## src/rtl/stp_pkg.sv

```systemverilog
package stp_pkg;

  localparam int unsigned TIMER_WIDTH      = 32;
  localparam int unsigned COUNT_WIDTH      = 32;
  localparam int unsigned CHAN_WIDTH       = 3;
  localparam int unsigned NUM_CHANNELS_DEF = 7;

  localparam int unsigned IN_TDATA_WIDTH  = 72;
  localparam int unsigned OUT_TDATA_WIDTH = 136;

  localparam logic [CHAN_WIDTH-1:0]  ADC_CHANNEL  = 3'd0;
  localparam logic [CHAN_WIDTH-1:0]  SLOT_CHANNEL = 3'd6;
  localparam logic [TIMER_WIDTH-1:0] BUDGET_RESET = 32'hFFFF_FFFF;

  typedef enum logic {
    OP_BEGIN = 1'b0,
    OP_END   = 1'b1
  } stp_op_e;

  typedef struct packed {
    stp_op_e                 opcode;
    logic [CHAN_WIDTH-1:0]   channel;
    logic [TIMER_WIDTH-1:0]  timestamp;
    logic [COUNT_WIDTH-1:0]  clear_sequence;
  } stp_event_t;

  typedef struct packed {
    logic [CHAN_WIDTH-1:0]   out_channel;
    logic [TIMER_WIDTH-1:0]  last_ticks;
    logic [TIMER_WIDTH-1:0]  max_ticks;
    logic [COUNT_WIDTH-1:0]  end_count;
    logic [COUNT_WIDTH-1:0]  over_budget_count;
    logic                    over_budget;
  } stp_result_t;

endpackage

```

## src/rtl/stp_in_stage.sv

```systemverilog
module stp_in_stage (
  input  logic                                  clk_i,
  input  logic                                  rst_ni,
  input  logic                                  s_axis_tvalid,
  output logic                                  s_axis_tready,
  input  logic [stp_pkg::IN_TDATA_WIDTH-1:0]    s_axis_tdata,
  input  logic                                  s_axis_tuser,
  input  logic                                  advance_i,
  output logic                                  vld_o,
  output stp_pkg::stp_event_t                   ev_o
);
  import stp_pkg::*;

  logic       vld_q, vld_d;
  stp_event_t ev_q, ev_d;
  logic       take;

  assign s_axis_tready = !vld_q || advance_i;
  assign take          = s_axis_tvalid && s_axis_tready;

  always_comb begin
    vld_d = vld_q;
    ev_d  = ev_q;
    if (advance_i) begin
      vld_d = 1'b0;
    end
    if (take) begin
      vld_d             = 1'b1;
      ev_d.opcode       = stp_op_e'(s_axis_tuser);
      ev_d.channel      = s_axis_tdata[CHAN_WIDTH-1:0];
      ev_d.timestamp    = s_axis_tdata[CHAN_WIDTH +: TIMER_WIDTH];
      ev_d.clear_sequence = s_axis_tdata[CHAN_WIDTH+TIMER_WIDTH +: COUNT_WIDTH];
    end
  end

  always_ff @(posedge clk_i or negedge rst_ni) begin
    if (!rst_ni) begin
      vld_q <= 1'b0;
    end else begin
      vld_q <= vld_d;
    end
  end

  always_ff @(posedge clk_i) begin
    ev_q <= ev_d;
  end

  assign vld_o = vld_q;
  assign ev_o  = ev_q;

endmodule

```

## src/rtl/stp_stats.sv

```systemverilog
module stp_stats #(
  parameter int unsigned NUM_CHANNELS = stp_pkg::NUM_CHANNELS_DEF
) (
  input  logic                               clk_i,
  input  logic                               rst_ni,
  input  logic                               cfg_we_i,
  input  logic [stp_pkg::TIMER_WIDTH-1:0]    cfg_wdata_i,
  input  logic                               vld_i,
  input  stp_pkg::stp_event_t                ev_i,
  input  logic                               update_i,
  output logic                               has_result_o,
  output stp_pkg::stp_result_t               res_o
);
  import stp_pkg::*;

  localparam int unsigned IdxW = (NUM_CHANNELS > 1) ? $clog2(NUM_CHANNELS) : 1;

  logic [TIMER_WIDTH-1:0] budget_q;
  logic [TIMER_WIDTH-1:0] start_q [NUM_CHANNELS];
  logic [TIMER_WIDTH-1:0] max_q   [NUM_CHANNELS];
  logic [COUNT_WIDTH-1:0] adc_cnt_q, slot_cnt_q, miss_q, seen_seq_q;

  logic [IdxW-1:0]        idx;
  logic                   in_range, is_adc, is_slot, is_end, over;
  logic                   do_clear;
  logic [TIMER_WIDTH-1:0] start_rd, max_rd, elapsed, max_new;
  logic [COUNT_WIDTH-1:0] adc_cnt_d, slot_cnt_d, miss_d;

  assign idx      = IdxW'(ev_i.channel);
  assign in_range = int'(ev_i.channel) < NUM_CHANNELS;
  assign is_adc   = ev_i.channel == ADC_CHANNEL;
  assign is_slot  = ev_i.channel == SLOT_CHANNEL;
  assign is_end   = ev_i.opcode == OP_END;
  assign do_clear = !is_end && is_adc && (ev_i.clear_sequence != seen_seq_q);

  always_comb begin
    start_rd = '0;
    max_rd   = '0;
    if (in_range) begin
      start_rd = start_q[idx];
      max_rd   = max_q[idx];
    end
  end

  assign elapsed    = start_rd - ev_i.timestamp;
  assign max_new    = (elapsed > max_rd) ? elapsed : max_rd;
  assign over       = is_adc && (elapsed > budget_q);
  assign adc_cnt_d  = adc_cnt_q + COUNT_WIDTH'(1);
  assign slot_cnt_d = slot_cnt_q + COUNT_WIDTH'(1);
  assign miss_d     = miss_q + COUNT_WIDTH'(over);

  assign has_result_o = vld_i && in_range && is_end;

  always_comb begin
    res_o.out_channel       = ev_i.channel;
    res_o.last_ticks        = elapsed;
    res_o.max_ticks         = max_new;
    res_o.over_budget       = over;
    res_o.end_count         = '0;
    res_o.over_budget_count = '0;
    if (is_adc) begin
      res_o.end_count         = adc_cnt_d;
      res_o.over_budget_count = miss_d;
    end else if (is_slot) begin
      res_o.end_count = slot_cnt_d;
    end
  end

  always_ff @(posedge clk_i or negedge rst_ni) begin
    if (!rst_ni) begin
      budget_q   <= BUDGET_RESET;
      adc_cnt_q  <= '0;
      slot_cnt_q <= '0;
      miss_q     <= '0;
      seen_seq_q <= '0;
      for (int i = 0; i < NUM_CHANNELS; i++) begin
        start_q[i] <= '0;
        max_q[i]   <= '0;
      end
    end else begin
      if (cfg_we_i) begin
        budget_q <= cfg_wdata_i;
      end
      if (update_i && in_range) begin
        if (!is_end) begin
          if (do_clear) begin
            for (int i = 0; i < NUM_CHANNELS; i++) begin
              max_q[i] <= '0;
            end
            miss_q     <= '0;
            seen_seq_q <= ev_i.clear_sequence;
          end
          start_q[idx] <= ev_i.timestamp;
        end else begin
          max_q[idx] <= max_new;
          if (is_adc) begin
            adc_cnt_q <= adc_cnt_d;
            miss_q    <= miss_d;
          end else if (is_slot) begin
            slot_cnt_q <= slot_cnt_d;
          end
        end
      end
    end
  end

endmodule

```

## src/rtl/stp_out_stage.sv

```systemverilog
module stp_out_stage (
  input  logic                                  clk_i,
  input  logic                                  rst_ni,
  input  logic                                  load_i,
  input  stp_pkg::stp_result_t                  res_i,
  output logic                                  free_o,
  output logic                                  m_axis_tvalid,
  input  logic                                  m_axis_tready,
  output logic [stp_pkg::OUT_TDATA_WIDTH-1:0]   m_axis_tdata,
  output logic                                  m_axis_tuser
);
  import stp_pkg::*;

  localparam int unsigned PackW = CHAN_WIDTH + 2 * TIMER_WIDTH + 2 * COUNT_WIDTH;

  logic        vld_q, vld_d;
  stp_result_t res_q;

  assign free_o = !vld_q || m_axis_tready;

  always_comb begin
    vld_d = vld_q;
    if (m_axis_tready) begin
      vld_d = 1'b0;
    end
    if (load_i) begin
      vld_d = 1'b1;
    end
  end

  always_ff @(posedge clk_i or negedge rst_ni) begin
    if (!rst_ni) begin
      vld_q <= 1'b0;
    end else begin
      vld_q <= vld_d;
    end
  end

  always_ff @(posedge clk_i) begin
    if (load_i) begin
      res_q <= res_i;
    end
  end

  assign m_axis_tvalid = vld_q;
  assign m_axis_tuser  = res_q.over_budget;
  assign m_axis_tdata  = {{(OUT_TDATA_WIDTH - PackW){1'b0}},
                          res_q.over_budget_count, res_q.end_count,
                          res_q.max_ticks, res_q.last_ticks, res_q.out_channel};

endmodule

```

## src/rtl/section_timing_profiler_core.sv

```systemverilog
// Section timing profiler.
// Input stream s_axis: one word per begin or end marker of a code section.
// Output stream m_axis: one word per end marker on a valid channel, carrying
// the elapsed ticks, the channel maximum and the channel 0 / channel 6 counts.
// Begin markers and markers on a channel past the last one give no word.
// cfg_we_i with cfg_wdata_i loads the channel 0 budget in ticks; write it
// only while no marker is in flight.
// A word accepted into the input register is evaluated and its result loaded
// into the output register, which drives tvalid. Throughput is one word per
// cycle while the receiver does not stall, set by the single state read,
// subtract and compare between the input and output registers.
// If the receiver stalls, the result holds in the output register; begin
// markers keep flowing, and an end marker on a valid channel waits in the input
// register until the output register frees, with s_axis_tready low for as long as it waits.
// Reset clears all start times, maxima, counts and the seen clear sequence,
// and sets the budget to all ones.
module section_timing_profiler_core #(
  parameter int unsigned NUM_CHANNELS = stp_pkg::NUM_CHANNELS_DEF
) (
  input  logic                                  clk_i,
  input  logic                                  rst_ni,
  input  logic                                  cfg_we_i,
  input  logic [stp_pkg::TIMER_WIDTH-1:0]       cfg_wdata_i,
  input  logic                                  s_axis_tvalid,
  output logic                                  s_axis_tready,
  // channel, timestamp, clear_sequence, zero fill
  input  logic [stp_pkg::IN_TDATA_WIDTH-1:0]    s_axis_tdata,
  // opcode
  input  logic                                  s_axis_tuser,
  output logic                                  m_axis_tvalid,
  input  logic                                  m_axis_tready,
  // out_channel, last_ticks, max_ticks, end_count, over_budget_count, zero fill
  output logic [stp_pkg::OUT_TDATA_WIDTH-1:0]   m_axis_tdata,
  // over_budget
  output logic                                  m_axis_tuser
);
  import stp_pkg::*;

  logic        ev_vld, has_result, out_free, advance;
  stp_event_t  ev;
  stp_result_t res;

  assign advance = ev_vld && (!has_result || out_free);

  stp_in_stage u_in (
    .clk_i         (clk_i),
    .rst_ni        (rst_ni),
    .s_axis_tvalid (s_axis_tvalid),
    .s_axis_tready (s_axis_tready),
    .s_axis_tdata  (s_axis_tdata),
    .s_axis_tuser  (s_axis_tuser),
    .advance_i     (advance),
    .vld_o         (ev_vld),
    .ev_o          (ev)
  );

  stp_stats #(
    .NUM_CHANNELS (NUM_CHANNELS)
  ) u_stats (
    .clk_i        (clk_i),
    .rst_ni       (rst_ni),
    .cfg_we_i     (cfg_we_i),
    .cfg_wdata_i  (cfg_wdata_i),
    .vld_i        (ev_vld),
    .ev_i         (ev),
    .update_i     (advance),
    .has_result_o (has_result),
    .res_o        (res)
  );

  stp_out_stage u_out (
    .clk_i         (clk_i),
    .rst_ni        (rst_ni),
    .load_i        (advance && has_result),
    .res_i         (res),
    .free_o        (out_free),
    .m_axis_tvalid (m_axis_tvalid),
    .m_axis_tready (m_axis_tready),
    .m_axis_tdata  (m_axis_tdata),
    .m_axis_tuser  (m_axis_tuser)
  );

endmodule

```

## config.mk

```make
export PLATFORM = sky130hd
export DESIGN_NAME = section_timing_profiler_core
export DESIGN_NICKNAME = d
export VERILOG_FILES = /design/src/rtl/stp_pkg.sv /design/src/rtl/stp_in_stage.sv /design/src/rtl/stp_stats.sv /design/src/rtl/stp_out_stage.sv /design/src/rtl/section_timing_profiler_core.sv
export SDC_FILE = /design/constraint.sdc
export NUM_CORES = 1
export LEC_CHECK = 0
export BUFFER_PORTS_ARGS = -buffer_cell sky130_fd_sc_hd__buf_2
export CAP_MARGIN = 20
export CORE_MARGIN = 3
export CORE_UTILIZATION = 55
export CTS_BUF_LIST = sky130_fd_sc_hd__clkbuf_16
export DETAILED_ROUTE_END_ITERATION = 7
export HOLD_SLACK_MARGIN = 0.12
export PLACE_DENSITY = 0.76
export REMOVE_ABC_BUFFERS = 1
export SYNTH_ARGS = -nofsm -noshare
export SYNTH_HDL_FRONTEND = slang
export SYNTH_HIERARCHICAL = 1
export SYNTH_SLANG_ARGS = --single-unit
```

## constraint.sdc

```tcl
create_clock -name clk_i -period 7.18 [get_ports clk_i]
set_input_delay 1.077 -clock clk_i [delete_from_list [all_inputs] [get_ports clk_i]]
set_output_delay 1.077 -clock clk_i [all_outputs]
set_load 0.01 [all_outputs]
```

==> flow_summary.toml <==
[sta]
drv_slew = 0
slew_headroom = 0.244
fin_ws_ps = 450
tightest_slew_ps = 1130
fmax_ghz = 0.149
setup_tns_ps = 0
skew_ps = 18.5
rsz0062_at_grt = "false"
fin_crit_sh = 0.937
finalSetupViolCount = 0
period_needed_ps = 6730
hold_viol_final = 0

[floorplanning]
design.core.area_um2 = 69100
initial_utilization = 0.558
fp.dieW_um = 271
die_y_um = 271
fp.dieArea_um2 = 73300
rows = 96
io_pins = 249

[synthesis]
syn_area_per_cell_um2 = 11.3
synthArstFlopShare = 0.753
ys_ff_latch = 810
synthesis.instances = 3409
synth-edff-count = 200
netlist_area_um2 = 38600
yosys_warnings = 6
synth_seq_area_share = 0.552
synth_top_cell_area_share = 0.375
ys_top_cells_by_area = "dfrtp_1 37%, edfxtp_1 16%, mux2_2 5.8%"
ys.flop_type = "dfrtp_1"
synth_area_leader_cell = "dfrtp_1"
synth_cell_types = 97

[grt]
grt_pass1_vias = 27752
grt_max_degree = 185
overflow = 0
grt.total_usage = 0.274
antenna_found_initial = 1
grt_pass1_wl_mm = 158

[cts]
cts.clk_slew.worst_paths_ps = 60
numClockSinks = 810
cts_hold_buffers = 0
cts_root_buf = "clkbuf_16"
htreeDepth = 3
cts_buffers = 84
cts.path.max_buffers = 3
worstSkewPairLatency_ps = 630
cts_tree = "done"

[routing]
first_pass_iters = 6
wl_per_cell_um = 21.6
wl_mm = 101
vias = 27932
drtIter0Drc = 2843
drc = 0
ant_nets = 0
vias_per_cell = 6.00

[critical_path]
end_kind = "flip-flop"
slowest_delay_ps = 480
rrSetupSlack_ps = 450
critPathSlowestCell = "edfxtp_1"
cp-start-kind = "flip-flop"
critPathMostFrequentCell = "o21ai_0"
critPathMaxFanout = 21
required_ps = 7670
arrival_ps = 7220
crit_type = "reg2reg"

[min_path]
hp-class = "in2async"

[place]
placed_cell_area_um2 = 41100
io_buffers = 238
place_congestion = 0.939
pre_cts_slack_ps = -143
dp.final_hpwl_mm = 66.0
placed_cells = 4496

[pwr]
ir_worst_vdd_mv = 0.290
p_leak_nw = 19.2
p_per_area_nw_per_um2 = 368

[finish]
final_core_util = 0.634
area_growth_pct = 13.6
nNetsFinal = 3864
postLayoutCellArea_um2 = 43800
stdcell_count = 4656
drive_above_1_share = 0.226

[outcome]
outcome = "finished clean"

[run]
drv_cap = 0
-- layout by cell type, fill, tap and decap left out, types with 13 or more instances in the layout --
cell type,n
dfrtp_1,578
nand2_1,440
buf_2,237
edfxtp_1,200
mux2_2,200
o21ai_0,197
nor2_1,156
o22ai_1,146
inv_1,131
xnor2_1,127
buf_4,123
a21oi_1,110
ha_1,98
a22o_1,92
clkbuf_16,88
xor2_1,73
a22oi_1,65
nand3_1,63
o21ai_1,57
mux2i_1,44
nand4_1,39
dfstp_2,32
and3_1,24
clkinv_1,19
mux4_2,17
a21o_1,16
and2_1,16
o211ai_1,15
nor3_1,13
a221oi_1,13
a221o_1,13
-- final cells by class --
type,instances,area [um2]
inverters,104,390
flip-flops and latches,810,21300
clock inverters,68,390
clock buffers,88,2200
diodes,1,2.50
fillers,5461,25300
repair buffers,374,2370
multi-input cells,2280,16000
well taps,931,1160
-- path summary, 6_finish.rpt --
kind	start	endpoint	cells after the start
worst max-delay path	u_in/ev_o[65]	u_stats/miss_q[29]	30
worst min-delay path	rst_ni	u_stats/max_q[125]	1
worst max register to register	u_in/ev_o[65]	u_stats/miss_q[29]	30
worst min register to register	u_stats/start_q[148]	u_stats/start_q[148]	2
max in group asynchronous	rst_ni	u_stats/start_q[166]	2
min in group clk_i	u_stats/start_q[148]	u_stats/start_q[148]	2
-- sequential cells by signal, summed over array words and instances (netlist names), 68 cells and up --
name and count:
u_stats/start_q 224, u_stats/max_q 224, u_out/m_axis_tdata 131, u_in/ev_o 68
-- power breakdown --
group | total [W] | internal [W] | switching [W]
clock | 0.00409 | 0.00232 | 0.00178
combinational | 0.00536 | 0.00214 | 0.00322
sequential | 0.00668 | 0.00603 | 0.000653
total | 0.0161 | 0.0105 | 0.00565
-- cell usage after synthesis, types with 25 or more instances --
master    instances
mux2i_1          44
dfrtp_1         578
a21oi_1         111
a22oi_1          65
buf_2            62
edfxtp_1        200
nand2_1         446
inv_1            98
xor2_1           73
dfstp_2          32
xnor2_1         127
o22ai_1         147
mux2_2          200
ha_1             99
nor2_1          160
a22o_1           92
o21ai_0         198
o21ai_1          57
and3_1           25
clkbuf_1        115
nand4_1          39
nand3_1          63
-- worst max-delay path, delay by kind of cell, from the launching register on --
kind	cells	cell delay, ps
AO/OA/AOI/OAI	10	2000
XOR/XNOR	1	90
adder cells (fa/ha/maj)	3	910
buffers and inverters	3	580
flip-flops	1	480
multiplexers	1	350
AND/OR/NAND/NOR	12	2180
-- per-layer routing --
| layer | vias to the layer above | track usage | wire length [um] |
|---|---|---|---|
| met2 | 1140 | 0.434 | 47100 |
| met3 | 217 | 0.0464 | 7640 |
| li1 | 12793 | - | - |
| met1 | 13780 | 0.383 | 42500 |
| met4 | 2 | 0.0981 | 3510 |
| met5 | - | 0 | 13 |
-- stage by stage --
stage               hold WS (ps)  power, W
floorplan                    444    0.0101
global placement             456    0.0118
detailed placement           466    0.0120
CTS                          480    0.0161
global route                 497    0.0170
finish                       474    0.0161
-- logic make-up after synthesis --
| group | count (synthesis) | share of synthesized area |
|---|---|---|
| other | 1 | 0.0000972 |
| AOI/OAI and AO/OA | 832 | 0.143 |
| adders and majority gates | 100 | 0.0326 |
| and+or+nand+nor | 874 | 0.105 |
| buffers and inverters | 323 | 0.0380 |
| DFF | 810 | 0.552 |
| xor gates and xnor gates | 200 | 0.0454 |
| muxes | 269 | 0.0829 |
-- repair_timing --
item | CTS | global route
buffers inserted | 0 | 2
setup endpoints to repair | 19 | 32
resized for setup | 2 | 17
pin swaps | 0 | 9
No activity file was read; power rests on OpenSTA's default activity.
